**src/cmmn_pkg.sv**
```systemverilog
// Shared types and constants for the column min-max normalizer.
`timescale 1ns / 1ps
`default_nettype none

package cmmn_pkg;

    localparam int OP_BITS        = 2;
    localparam int COLUMN_BITS    = 10;
    localparam int COLUMN_LIMIT   = 2 ** COLUMN_BITS;
    localparam int SCALED_BITS    = 17;
    localparam int FRAC_BITS      = 15;
    localparam int DIV_COUNT_BITS = $clog2(FRAC_BITS + 1);

    localparam logic [SCALED_BITS-1:0] ONE_Q15 = SCALED_BITS'(1) << FRAC_BITS;

    typedef enum logic [OP_BITS-1:0] {
        OP_SCAN      = 2'd0,
        OP_NORMALIZE = 2'd1,
        OP_CLEAR     = 2'd2
    } t_op;

    typedef struct packed {
        logic rd_en;
        logic wr_en;
        logic clear_start;
    } t_stats_ctl;

    typedef struct packed {
        logic busy;
    } t_stats_sts;

    typedef struct packed {
        logic start;
    } t_div_ctl;

    typedef struct packed {
        logic busy;
        logic done;
    } t_div_sts;

endpackage

`default_nettype wire

```
**src/cmmn_divider.sv**
```systemverilog
// Restoring divider, one quotient bit per cycle, fraction diff/range.
`timescale 1ns / 1ps
`default_nettype none

module cmmn_divider #(
    parameter int VALUE_BITS = 16
) (
    input  logic                               i_clk,
    input  logic                               i_rst_n,
    input  cmmn_pkg::t_div_ctl                 i_ctl,
    input  logic [VALUE_BITS-1:0]              i_dividend,
    input  logic [VALUE_BITS-1:0]              i_divisor,
    output logic [cmmn_pkg::FRAC_BITS-1:0]     o_quotient,
    output cmmn_pkg::t_div_sts                 o_sts
);
    localparam int CB = cmmn_pkg::DIV_COUNT_BITS;
    localparam int QB = cmmn_pkg::FRAC_BITS;

    logic [VALUE_BITS-1:0] r_rem;
    logic [VALUE_BITS-1:0] r_div;
    logic [QB-1:0]         r_quot;
    logic [CB-1:0]         r_count;
    logic                  r_busy;
    logic                  r_done;
    logic [VALUE_BITS:0]   w_shift;
    logic [VALUE_BITS:0]   w_trial;

    // remainder stays below divisor, so doubling fits one extra bit
    assign w_shift = {r_rem, 1'b0};
    assign w_trial = w_shift - {1'b0, r_div};

    always_ff @(posedge i_clk) begin
        if (!i_rst_n) begin
            r_busy <= 1'b0;
            r_done <= 1'b0;
        end else begin
            r_done <= 1'b0;
            if (i_ctl.start) begin
                r_busy <= 1'b1;
            end else if (r_busy && r_count == CB'(1)) begin
                r_busy <= 1'b0;
                r_done <= 1'b1;
            end
        end
    end

    always_ff @(posedge i_clk) begin
        if (i_ctl.start) begin
            r_rem   <= i_dividend;
            r_div   <= i_divisor;
            r_count <= CB'(QB);
        end else if (r_busy) begin
            if (!w_trial[VALUE_BITS]) begin
                r_rem <= w_trial[VALUE_BITS-1:0];
            end else begin
                r_rem <= w_shift[VALUE_BITS-1:0];
            end
            r_quot  <= {r_quot[QB-2:0], ~w_trial[VALUE_BITS]};
            r_count <= r_count - CB'(1);
        end
    end

    assign o_quotient = r_quot;
    assign o_sts.busy = r_busy;
    assign o_sts.done = r_done;

`ifndef ASSERT_OFF
    a_done_after_busy: assert property (@(posedge i_clk) disable iff (!i_rst_n)
        r_done |-> $past(r_busy))
        else $error("divider done without a running division");
`endif

endmodule

`default_nettype wire

```
**config.mk**
```make
export PLATFORM = sky130hd
export DESIGN_NAME = cmmn_divider
export DESIGN_NICKNAME = d
export VERILOG_FILES = /design/src/cmmn_pkg.sv /design/src/cmmn_divider.sv
export SDC_FILE = /design/constraint.sdc
export NUM_CORES = 1
export LEC_CHECK = 0
export ABC_AREA = 1
export BUFFER_PORTS_ARGS = -buffer_cell sky130_fd_sc_hd__buf_2
export CAP_MARGIN = 30
export CORE_MARGIN = 2
export CORE_UTILIZATION = 57
export CTS_CLUSTER_DIAMETER = 150
export DETAILED_ROUTE_END_ITERATION = 8
export GPL_TIMING_DRIVEN = 0
export PLACE_DENSITY = 0.8
export REMOVE_ABC_BUFFERS = 1
export SYNTH_ARGS = -nofsm -noshare
export SYNTH_HDL_FRONTEND = slang
export SYNTH_SLANG_ARGS = --single-unit
```
**constraint.sdc**
```tcl
create_clock -name i_clk -period 2.7 [get_ports i_clk]
set_input_delay 0.405 -clock i_clk [delete_from_list [all_inputs] [get_ports i_clk]]
set_output_delay 0.405 -clock i_clk [all_outputs]
set_load 0.01 [all_outputs]
```
### Word-level counts from Yosys, hierarchy flattened

Index checks and enable logic that the tools add are counted.

| word-level totals | value |
|---|---|
| output and inout port bits | 17 |
| bits of input ports | 35 |
| memories kept | 0 |
| bits in latches | 0 |
| flip-flop bits (word level) | 53 |
| memory bits (read-only) | 0 |
| word-level logic and storage cells | 23 |
| RAM bits | 0 |

| cells by class | value |
|---|---|
| equal/unequal tests | 1 |
| add/subtract/negate cells | 2 |
| bitwise logic cells | 3 |
| reduce and logical (&&, ||, !) cells | 5 |
| muxes and demuxes | 6 |
| magnitude comparators | 0 |
| shift-type cells | 0 |
| multiply operators | 0 |
| divide/modulo/power cells | 0 |

Operators with widths:

| kind | count |
|---|---|
| two-way mux 16 bit | 3 |
| subtractor 17 x 16 -> 17 bit | 1 |
| == test 4 x 1 -> 1 bit, second input constant | 1 |
| nonzero test 2 bit | 2 |
| subtractor 4 x 1 -> 4 bit, second input constant | 1 |
| two-way mux 1 bit | 3 |
| inverter 1 bit | 3 |
| AND reduction 2 bit | 1 |
| OR reduction 2 bit | 1 |
| logical AND 1 bit | 1 |

### Logic depth before layout (Yosys ltp)

Gate-level depths: netlist of run 1.

| logic depth | value |
|---|---|
| depth after elaboration | 4 |
| mapped depth | 13 |
| mapped depth without buffers | 13 |

### Worst setup path after synthesis of run 1

No wires, ideal clock.

| timing path | value |
|---|---|
| kind | register to register |
| start | reg r_rem[0] |
| end | reg r_rem[2] (data pin) |
| cell stages (with the launch flop) | 12 |
| data arrival time | 1.720 ns |
| period minus slack after synthesis | 1.973 ns |
| buffers on the path | 0 |
| data required time | 2.448 ns |
| setup slack | 0.727 ns |
| setup time | 0.252 ns |
| cell sequence | edfxtp_1 > fa_1 > nand2_2 > nand2_2 > nand3_2 > nand2_2 > nand2_4 > nand3_4 > nand2_8 > nand2_2 > nand3_2 > nand2_2 |

| between the ends | value |
|---|---|
| longest elaborated chain between the ends | 4 |

RTL lines:

| element | line | text |
|---|---|---|
| start: declaration | cmmn_divider.sv:19 | `logic [VALUE_BITS-1:0] r_rem;` |
| start signal: assignment | cmmn_divider.sv:49 | `r_rem <= i_dividend;` |
| start signal: assignment | cmmn_divider.sv:54 | `r_rem <= w_trial[VALUE_BITS-1:0];` |
| start signal: assignment | cmmn_divider.sv:56 | `r_rem <= w_shift[VALUE_BITS-1:0];` |
| subtractor 17 x 16 -> 17 bit | cmmn_divider.sv:30 | `assign w_trial = w_shift - {1'b0, r_div};` |
| two-way mux 16 bit | cmmn_divider.sv:53 | `if (!w_trial[VALUE_BITS]) begin` |
| two-way mux 16 bit | cmmn_divider.sv:52 | `end else if (r_busy) begin` |
| two-way mux 16 bit | cmmn_divider.sv:48 | `if (i_ctl.start) begin` |

No other way between the ends. The select of a mux whose other input is x is not followed.
A chain may end at the register's enable or synchronous reset.

### Final worst setup path of run 1

| timing path | value |
|---|---|
| start | reg r_rem[0] |
| end | reg r_rem[8] (data pin) |

The elaborated chain is that of the path after synthesis.

==> results.md, run 1 <==
* Area Growth Syn to Fin at 12.90%
* Post-Syn Area at roughly 3300 µm²
* HP Class: input port to register
* CP dominant cell by count: nand2_2
* Crit-path cells: fa_1, nand2_2, nand2_2, nand3_2, nand2_2, nand2_4, nand3_4, nand2_4, nand2_1, nand3_1, nand2_1
* Die area at 6480 µm²
* Worst hold path depth at 1
* HPWL after DPL at between 4 and 5 mm
* Die height at 80.50 µm
* Crit-path slowest cell: fa_1
* Tot GR Track Use at 0.2126
* Family with the most delay on the worst path: simple AND/OR/NAND/NOR gates
* Crit path largest cell delay at 0.49 ns
* Hold Path Sink: r_div[3]$_DFFE_PP_
* Clk sinks at 53
* Max Clock Freq at 0.4459 GHz
* Syn_area_per_cell at 8.318 µm²
* Clock Root Buffer: clkbuf_8
* Drt initial violations at 125
* Cell area after layout at around 3800 µm²
* Residual DRC at 0
* Status: finished clean
* Setup CP Type: register to register
* Post-route ant nets at 0
* Final setup margin at around 0.46 ns
* Max Cap Viol at 0
* Crit path DAT at 2.31 ns
* CTS tree: done
* Slew margin rel. at 0.4977
* Slew @ Worst Pin at roughly 0.75 ns
* Setup crit end kind: register
* Vias in the first global route at approximately 2500
* DP Area at 3659 µm²
* RSZ-0062 raised after global routing: false
* Yosys Warn Count at 0
* Min Tclk post-route at 2.243 ns
* Setup TNS at 0 ns
* Postcts setup bufs at 0
* Grt ovf at 0
* Via count at ~2600
* Number of CTS-inserted buffers at 5
* Worst Skew at ~0.0070 ns
* Netlist cell types at 32
* Post-synthesis sequential area ratio at 0.4591
* Total Routed Length at about 6.4 mm
* Cell count after synthesis at 401
* Final Setup Violations at 0
* Clk slew on worst S/H paths at 0.10 ns
* Routed WL per cell at ~12 µm
* First-pass GRT wire length at between 10 and 15 mm
* Core Rows at 27
* Pin count of the biggest net entering global routing at 39
* Final Hold Vio Count at 0
* Longest Clk Path Bufs at 2
* DR vias/cell at 4.994
* Starting Density at 0.5984
* Io pins at 52
* Die Wd at 80.50 µm
* WP buf/inv at 0
* Fin. max-slew vios at 0
* Hold buffer count at cts at 0
* DP Worst Slack at 0.2479 ns
* Maximum VDD drop at about 0.36 mV
* RePlAce Congestion at 0.8586
* R2R Path Start: r_rem[0]$_DFFE_PP_
* Layout cells sized above 1 at 0.2171
* DRT Pass-1 Iters at 4
* Worst Setup Start Kind: register
* Diode count at 0
* Number of H-tree levels at 2
* Initial antenna violation count at 0
* Clk Latency, worst-skew pair at 0.31 ns
* Flop-to-flop setup slack at 0.46 ns
* # port buffers at 51
* Final Cycle Share at 0.8307
* Post-layout nets at 508
* Hold Startpoint: i_divisor[3]
* Leakage at 1.970 nW
* Synthesized flop and latch total at 53
* CP Max Fanout at 8
* R2r endpoint: r_rem[8]$_DFFE_PP_
* PwrDens at 712.3 nW/µm²
* # resized after CTS at 0
* CP Data Required Time at roughly 2.8 ns
* Core box area at 5574 µm²
* Reg2reg path depth at 11
==> sequential cells by signal, summed over array words and instances (netlist names) <==
signal      count
o_quotient     15
r_div          16
r_busy          1
r_done          1
r_count         4
r_rem          16
==> placed cells by master, fill, tap and decap left out, types with 2 or more instances in the layout <==
cell      synthesis  routed
o21ai_0           2       2
a21oi_1           8       8
nand2_2          19      19
clkbuf_8          0       5
and2_1            3       3
nand2_4           5       5
inv_1            74      74
xor2_1            2       2
ha_1             17      17
edfxtp_1         47      47
nand4_1           2       2
nor2_1           16      16
inv_2             4       4
nand2_1         126     126
nand3_2           3       3
nand3_4           2       2
xnor2_1           3       3
buf_2             0      51
nand3_1          38      38
nand3b_1          8       8
dfxtp_1           6       6
==> cells in the mapped netlist <==
master,number,area (µm²)
a21oi_1,8,40.04
a21oi_2,1,8.760
a21oi_4,1,16.27
a22oi_1,1,7.510
and2_1,3,18.77
buf_4,3,22.52
clkbuf_1,2,7.510
clkinv_1,1,3.750
dfxtp_1,6,120.1
edfxtp_1,47,1411
fa_1,1,20.02
ha_1,17,212.7
inv_1,74,277.8
inv_2,4,15.01
nand2_1,126,473.0
nand2_2,19,118.9
nand2_4,5,56.30
nand2_8,1,20.02
nand3_1,38,190.2
nand3_2,3,30.03
nand3_4,2,35.03
nand3b_1,8,60.06
nand4_1,2,12.51
nor2_1,16,60.06
nor2_2,1,6.260
nor3_4,1,16.27
o211ai_1,1,7.510
o21ai_0,2,10.01
o21ai_1,1,5.000
or2_4,1,8.760
xnor2_1,3,26.28
xor2_1,2,17.52
==> worst max-delay path by stage <==
stage,startpoint,to,slack (ns),depth (start not counted)
after floorplan,r_rem[0]$_DFFE_PP_,r_rem[15]$_DFFE_PP_,0.72,11
after global placement,i_ctl,r_rem[8]$_DFFE_PP_,0.29,4
after detailed placement,i_ctl,r_rem[8]$_DFFE_PP_,0.25,4
after CTS,r_rem[0]$_DFFE_PP_,r_rem[8]$_DFFE_PP_,0.45,11
after global routing,r_rem[0]$_DFFE_PP_,r_rem[8]$_DFFE_PP_,0.31,11
final,r_rem[0]$_DFFE_PP_,r_rem[8]$_DFFE_PP_,0.46,11
==> where the power goes <==
group          switching [mW]  leakage (nW)  internal, mW
registers              0.0471         0.507          1.00
logic                   0.709          1.41         0.411
clock network           0.270        0.0567         0.241
==> routing by layer <==
| metal | track usage | up-vias | share of wire |
|---|---|---|---|
| met4 | 0.05085 | 0 | 0.0099 |
| met5 | 0 | - | 0 |
| met1 | 0.2783 | 1209 | 0.47 |
| li1 | - | 1373 | - |
| met3 | 0.03820 | 7 | 0.035 |
| met2 | 0.3658 | 48 | 0.49 |
==> final cells by class <==
class,count,area [µm²]
inverter,79,296.5
tap,72,90.09
clock buffer,6,93.84
clock inverter,2,13.76
timing repair buffer,52,262.8
multi-input combinational,264,1478
sequential,53,1531
fill,489,1808
==> kinds of logic after synthesis <==
| logic type | share of synthesized area |
|---|---|
| AO/OA/AOI/OAI | 0.02851 |
| XOR/XNOR | 0.01313 |
| AND/OR/NAND/NOR | 0.3316 |
| flip-flops | 0.4591 |
| buffers and inverters | 0.09790 |
| adder cells (fa/ha/maj) | 0.06977 |
==> through the flow <==
stage | hold WS, ns | util | instances | total power, mW
floorplan | 0.4454 | - | 396 | 1.943
global placement | 0.4220 | 0.6550 | 519 | 2.146
detailed placement | 0.4288 | 0.6563 | 520 | 2.185
CTS | 0.2520 | 0.6756 | 528 | 2.703
global route | 0.2491 | 0.6756 | 528 | 2.873
finish | 0.2601 | 0.6756 | 528 | 2.682
Note: power is estimated with default switching activity, not from simulation.
==> run 2, diff against run 1 <==
clock period = 2.2 ns   (was 2.7 ns; I/O delays follow)
==> run 2 against run 1 <==
Net effect: core utilization rose by 4.4 points; clock skew fell by 0.00092 ns; critical path depth fell by 2; setup slack got worse by 0.40 ns; routed wire length rose by 11%; combinational power rose by 44%; critical path type unchanged.
==> results.md, run 2 (same netlist as run 1, synthesis figures left out) <==
* Pin count of the biggest net entering global routing at 39 (unchanged)
* Clk Latency, worst-skew pair at 0.31 ns (about the same)
* Clock Power Share at 0.178 (was 0.191)
* R2r endpoint: r_rem[11]$_DFFE_PP_ (was r_rem[8]$_DFFE_PP_)
* Number of H-tree levels at 2 (unchanged)
* CP startpoint: r_rem[11]$_DFFE_PP_ (was r_rem[0]$_DFFE_PP_)
* Routed WL per cell at 13.38 µm (was 12.20 µm)
* DR vias/cell at 5.140 (was 4.994)
* Setup TNS at 0 ns (unchanged)
* Storage cell area at 1531 µm² (unchanged)
* Critical Path Sink: r_rem[11]$_DFFE_PP_ (was r_rem[8]$_DFFE_PP_)
* Comb pwr share at 0.451 (was 0.417)
* RePlAce Congestion at 0.8586 (unchanged)
* Fin. max-slew vios at 0 (unchanged)
* Post-layout nets at 515 (was 508)
* RSZ-0062 raised after global routing: true (was false)
* Leakage at 1.999 nW (was 1.970 nW)
* Commonest non-fill, non-tap cell in the layout: nand2_1 (unchanged)
* Die Wd at 80.50 µm (unchanged)
* Crit path DAT at 2.21 ns (was 2.31 ns)
* R2R Path Start: r_rem[11]$_DFFE_PP_ (was r_rem[0]$_DFFE_PP_)
* CP Data Required Time at 2.27 ns (was 2.77 ns)
* Area Growth Syn to Fin at 20.18% (was 12.90%)
* CP Max Fanout at 8 (unchanged)
* Clock Root Buffer: clkbuf_8 (unchanged)
* # port buffers at 51 (unchanged)
* CTS tree: done (unchanged)
* Maximum VDD drop at 0.5014 mV (was 0.3561 mV)
* Initial antenna violation count at 0 (unchanged)
* Sequential power share at 0.371 (was 0.392)
* Status: finished clean (unchanged)
* First-pass GRT wire length at 10.82 mm (was 10.65 mm)
* P_sw at 1.385 mW (was 1.026 mW)
* Worst Setup Start Kind: register (unchanged)
* DP Worst Slack at -0.1771 ns (was 0.2479 ns)
* Core Rows at 27 (unchanged)
* Final setup margin at 0.05427 ns (was 0.4572 ns)
* Flop-to-flop setup slack at 0.05 ns (was 0.46 ns)
* Diode count at 0 (unchanged)
* Residual DRC at 0 (unchanged)
* Crit-path cells: ha_1, nand2_2, nor2_1, a21oi_4, nand3_4, nand2_8, nand2_2, nand3_1, nand2_1 (was fa_1, nand2_2, nand2_2, nand3_2, nand2_2, nand2_4, nand3_4, nand2_4, nand2_1, nand3_1, nand2_1)
* HP Class: input port to register (unchanged)
* Crit-path slowest cell: edfxtp_1 (was fa_1)
* Die height at 80.50 µm (unchanged)
* Commonest non-fill, non-tap cells in the layout: nand2_1, inv_1, buf_2 (unchanged)
* Max Cap Viol at 0 (unchanged)
* Longest Clk Path Bufs at 2 (unchanged)
* Final Hold Vio Count at 0 (unchanged)
* Layout cells sized above 1 at 0.2678 (was 0.2171)
* Net Sw Frac at 0.3889 (was 0.3824)
* Setup CP Type: register to register (unchanged)
* Worst Skew at 0.006096 ns (was 0.007018 ns)
* Vias in the first global route at 2482 (was 2457)
* Die area at 6480 µm² (unchanged)
* DRT Pass-1 Iters at 4 (unchanged)
* Setup crit end kind: register (unchanged)
* CP dominant cell by count: nand2_2 (unchanged)
* Clk slew on worst S/H paths at 0.10 ns (about the same)
* Post-route ant nets at 0 (unchanged)
* Total Routed Length at 7.158 mm (was 6.441 mm)
* HPWL after DPL at 4.908 mm (unchanged)
* Clk sinks at 53 (unchanged)
* Via count at 2750 (was 2637)
* Starting Density at 0.5984 (unchanged)
* Reg2reg path depth at 9 (was 11)
* Min Tclk post-route at 2.146 ns (was 2.243 ns)
* Crit path largest cell delay at 0.40 ns (was 0.49 ns)
* Slew @ Worst Pin at 0.7649 ns (was 0.7526 ns)
* Grt ovf at 0 (unchanged)
* Internal power at 2.176 mW (was 1.657 mW)
* Tot GR Track Use at 0.2175 (was 0.2126)
* PwrDens at 888.2 nW/µm² (was 712.3 nW/µm²)
* Slew margin rel. at 0.4901 (was 0.4977)
* Area of the multi-input gates at 1668 µm² (was 1478 µm²)
* Core box area at 5574 µm² (unchanged)
* Drt initial violations at 212 (was 125)
* Io pins at 52 (unchanged)
* Number of CTS-inserted buffers at 5 (unchanged)
* Max Clock Freq at 0.4660 GHz (was 0.4459 GHz)
* Final Cycle Share at 0.9753 (was 0.8307)
* Final Setup Violations at 0 (unchanged)
* FILL cells at 449 (was 489)
[run 2: cell count changes in the layout (fill, tap and decap cells not counted), moves of 2 or more]
| cell | before | now |
|---|---|---|
| nand2_8 | 1 | 4 |
| inv_2 | 4 | 6 |
| ha_4 | 0 | 11 |
| ha_1 | 17 | 5 |
| inv_1 | 74 | 72 |
| buf_4 | 1 | 6 |
| nand2_1 | 126 | 124 |
[run 2: cell type report]
cell class / instances / area share
clock buffers: 6 / 0.02341
clock inverters: 2 / 0.003433
inverters: 79 / 0.07491
multi-input cells: 265 / 0.4160
flip-flops and latches: 53 / 0.3820
well taps: 72 / 0.02247
repair buffers: 58 / 0.07772
[run 2: power groups by stage]
| stage | combinational [mW] | clock, mW | sequential (mW) |
|---|---|---|---|
| 2_1_floorplan | 1.08 | 0 | 1.31 |
| 3_3_place_gp | 1.33 | 0 | 1.31 |
| 3_5_place_dp | 1.37 | 0 | 1.32 |
| 4_1_cts | 1.40 | 0.648 | 1.30 |
| 5_1_grt | 1.78 | 0.670 | 1.33 |
| 6_report | 1.61 | 0.635 | 1.32 |
[run 2: through the flow]
stage / hold WS, ns / cell area (µm²) / power (mW) / util / std cells
finish: 0.1816 / 4009 / 3.561 / 0.7192 / 535
global route: 0.1735 / 4009 / 3.783 / 0.7192 / 535
CTS: 0.1770 / 3799 / 3.340 / 0.6815 / 529
detailed placement: 0.4288 / 3659 / 2.681 / 0.6563 / 520
global placement: 0.4220 / 3651 / 2.634 / 0.6550 / 519
floorplan: 0.4289 / 3306 / 2.384 / - / 396
[run 2: how the worst min path moves through the flow]
stage,start,to,depth (start not counted)
after floorplan,i_divisor[0],r_div[0]$_DFFE_PP_,0
after global placement,o_quotient[4]$_DFFE_PP_,o_quotient[5]$_DFFE_PP_,0
after detailed placement,o_quotient[5]$_DFFE_PP_,o_quotient[6]$_DFFE_PP_,0
after CTS,i_divisor[9],r_div[9]$_DFFE_PP_,1
after global routing,i_divisor[2],r_div[2]$_DFFE_PP_,1
final,i_divisor[9],r_div[9]$_DFFE_PP_,1
[run 2: timing repair]
| action | in CTS | in global routing |
|---|---|---|
| endpoints found under the hold margin | 0 | 0 |
| buffers inserted | 1 | 5 |
| setup endpoints to repair | 9 | 15 |
| gates cloned | 0 | 1 |
| pin swaps | 2 | 6 |
| hold buffers | 0 | 0 |
| gates resized for setup | 2 | 23 |
[run 2: worst max-delay path, delay by kind of cell (launching register included)]
kind / cells / cell delay [ns]
simple gates: 7 / 0.86
fa+ha+maj: 1 / 0.39
flops: 1 / 0.40
compound gates: 1 / 0.25
[run 2: layer usage]
layer / global-route usage / vias up / wire length, µm
met3: 0.03933 / 9 / 374
li1: - / 1383 / -
met1: 0.2781 / 1273 / 3148
met2: 0.3758 / 85 / 3549
met5: 0 / - / 0
met4: 0.06441 / 0 / 86
==> run 3, diff against run 2 <==
CORE_UTILIZATION = 62   (was 57)
PLACE_DENSITY = 0.86   (was 0.8)
clock period = 2.5 ns   (was 2.2 ns; I/O delays follow)
==> run 3 against run 2 <==
Net effect: non-clock buffer count fell by 6; design area fell by 6.6%; critical endpoint is now r_rem[8]$_DFFE_PP_; critical path type unchanged; cell count fell by 1.7%; critical path depth rose by 2; clock power fell by 25%; clock skew fell by 0.0010 ns.
==> results.md, run 3 (same netlist as run 1, synthesis figures left out) <==
* RePlAce Congestion at 0.8704 (was 0.8586)
* Io pins at 52 (unchanged)
* Vias in the first global route at 2668 (was 2482)
* Die Wd at 77.35 µm (was 80.50 µm)
* PwrDens at 758.5 nW/µm² (was 888.2 nW/µm²)
* Min Tclk post-route at 2.240 ns (was 2.146 ns)
* Commonest non-fill, non-tap cell in the layout: nand2_1 (unchanged)
* Pwr Total at 2.838 mW (was 3.561 mW)
* Slew margin rel. at 0.4797 (was 0.4901)
* Status: finished clean (unchanged)
* Starting Density at 0.6490 (was 0.5984)
* Storage cell area at 1531 µm² (unchanged)
* Area of the multi-input gates at 1478 µm² (was 1668 µm²)
* DR vias/cell at 5.042 (was 5.140)
* Hold buffer count at cts at 0 (unchanged)
* Area Growth Syn to Fin at 12.19% (was 20.18%)
* RSZ-0062 raised after global routing: false (was true)
* Worst Skew at 0.005079 ns (was 0.006096 ns)
* HP Class: input port to register (unchanged)
* Longest Clk Path Bufs at 2 (unchanged)
* Worst Setup Start Kind: register (unchanged)
* FILL cells at 393 (was 449)
* Core Rows at 26 (was 27)
* Core box area at 5140 µm² (was 5574 µm²)
* Drt initial violations at 141 (was 212)
* Diode count at 0 (unchanged)
* Clk sinks at 53 (unchanged)
* Clk slew on worst S/H paths at 0.09 ns (was 0.10 ns)
* Count of non-filler cells in the finished layout at 526 (was 535)
* Post-route ant nets at 0 (unchanged)
* Initial antenna violation count at 0 (unchanged)
* Layout cells sized above 1 at 0.2149 (was 0.2678)
* Setup crit end kind: register (unchanged)
* Clock Root Buffer: clkbuf_8 (unchanged)
* Via count at 2652 (was 2750)
* Number of H-tree levels at 2 (unchanged)
* Final Setup Violations at 0 (unchanged)
* CTS tree: done (unchanged)
* First-pass GRT wire length at 11.45 mm (was 10.82 mm)
* HPWL after DPL at 4.978 mm (was 4.908 mm)
* Max Cap Viol at 0 (unchanged)
* # resized after CTS at 0 (was 2)
* Tot GR Track Use at 0.2381 (was 0.2175)
* Number of CTS-inserted buffers at 5 (unchanged)
* Total Routed Length at 6.584 mm (was 7.158 mm)
* Maximum VDD drop at 0.4043 mV (was 0.5014 mV)
* Fin. max-slew vios at 0 (unchanged)
* Final Cycle Share at 0.8959 (was 0.9753)
* Slew @ Worst Pin at 0.7796 ns (was 0.7649 ns)
* Post-layout nets at 508 (was 515)
* Die height at 77.35 µm (was 80.50 µm)
* Final Hold Vio Count at 0 (unchanged)
* Crit path DAT at 2.30 ns (was 2.21 ns)
* DRT Pass-1 Iters at 4 (unchanged)
* Pin count of the biggest net entering global routing at 39 (unchanged)
* Setup TNS at 0 ns (unchanged)
* Leakage at 1.959 nW (was 1.999 nW)
* CP Data Required Time at 2.56 ns (was 2.27 ns)
* Die area at 5983 µm² (was 6480 µm²)
* Placed cells at 518 (was 520)
* Routed WL per cell at 12.52 µm (was 13.38 µm)
* Max Clock Freq at 0.4465 GHz (was 0.4660 GHz)
* Grt ovf at 0 (unchanged)
* Clk Latency, worst-skew pair at 0.31 ns (about the same)
* Postcts setup bufs at 0 (was 1)
* Setup CP Type: register to register (unchanged)
* Residual DRC at 0 (unchanged)
* Commonest non-fill, non-tap cells in the layout: nand2_1, inv_1, buf_2 (unchanged)
* CP Max Fanout at 8 (unchanged)
* # port buffers at 51 (unchanged)
## run 3: per-stage QoR
| step | util | cell area, µm² | hold slack (ns) | setup slack (ns) |
|---|---|---|---|---|
| 2_1_floorplan | - | 3306 | 0.4454 | 0.5206 |
| 3_3_place_gp | 0.7098 | 3649 | 0.4220 | 0.1317 |
| 3_5_place_dp | 0.7113 | 3656 | 0.4288 | 0.1139 |
| 4_1_cts | 0.7281 | 3742 | 0.2274 | 0.2763 |
| 5_1_grt | 0.7281 | 3742 | 0.2208 | 0.1147 |
| 6_report | 0.7281 | 3742 | 0.2352 | 0.2602 |
## run 3: path summary, 6_finish.rpt
kind / from / to / slack, ns / depth (start not counted)
setup / recovery: r_rem[0]$_DFFE_PP_ / r_rem[8]$_DFFE_PP_ / 0.26 / 11
setup reg to reg: r_rem[0]$_DFFE_PP_ / r_rem[8]$_DFFE_PP_ / 0.26 / 11
hold reg to reg: o_quotient[5]$_DFFE_PP_ / o_quotient[6]$_DFFE_PP_ / 0.45 / 0
hold / removal: i_divisor[10] / r_div[10]$_DFFE_PP_ / 0.24 / 1
## run 3: metal layers
| metal | GRT usage | wire length (µm) |
|---|---|---|
| met5 | 0 | 0 |
| met4 | 0.06786 | 91 |
| met3 | 0.03953 | 281 |
| met2 | 0.4217 | 3229 |
| met1 | 0.3010 | 2982 |
## run 3: critical path, cell delays in order, from the launching register on
cell	delay [ns]
edfxtp_1	0.45
fa_1	0.49
nand2_2	0.09
nand2_2	0.08
nand3_2	0.10
nand2_2	0.09
nand2_4	0.11
nand3_4	0.14
nand2_4	0.17
nand2_1	0.07
nand3_1	0.13
nand2_1	0.07
## run 3: area by class of cell
cell class / instances / area share
multi-input combinational: 264 / 0.3949
tap: 70 / 0.02340
clock inverter: 2 / 0.003678
inverter: 79 / 0.07924
sequential: 53 / 0.4092
clock buffer: 6 / 0.01939
timing repair buffer: 52 / 0.07021
## run 3: power breakdown
| part | total [mW] | switching, mW | internal, mW |
|---|---|---|---|
| sequential | 1.14 | 0.0525 | 1.09 |
| clock | 0.477 | 0.277 | 0.200 |
| combinational | 1.22 | 0.780 | 0.444 |
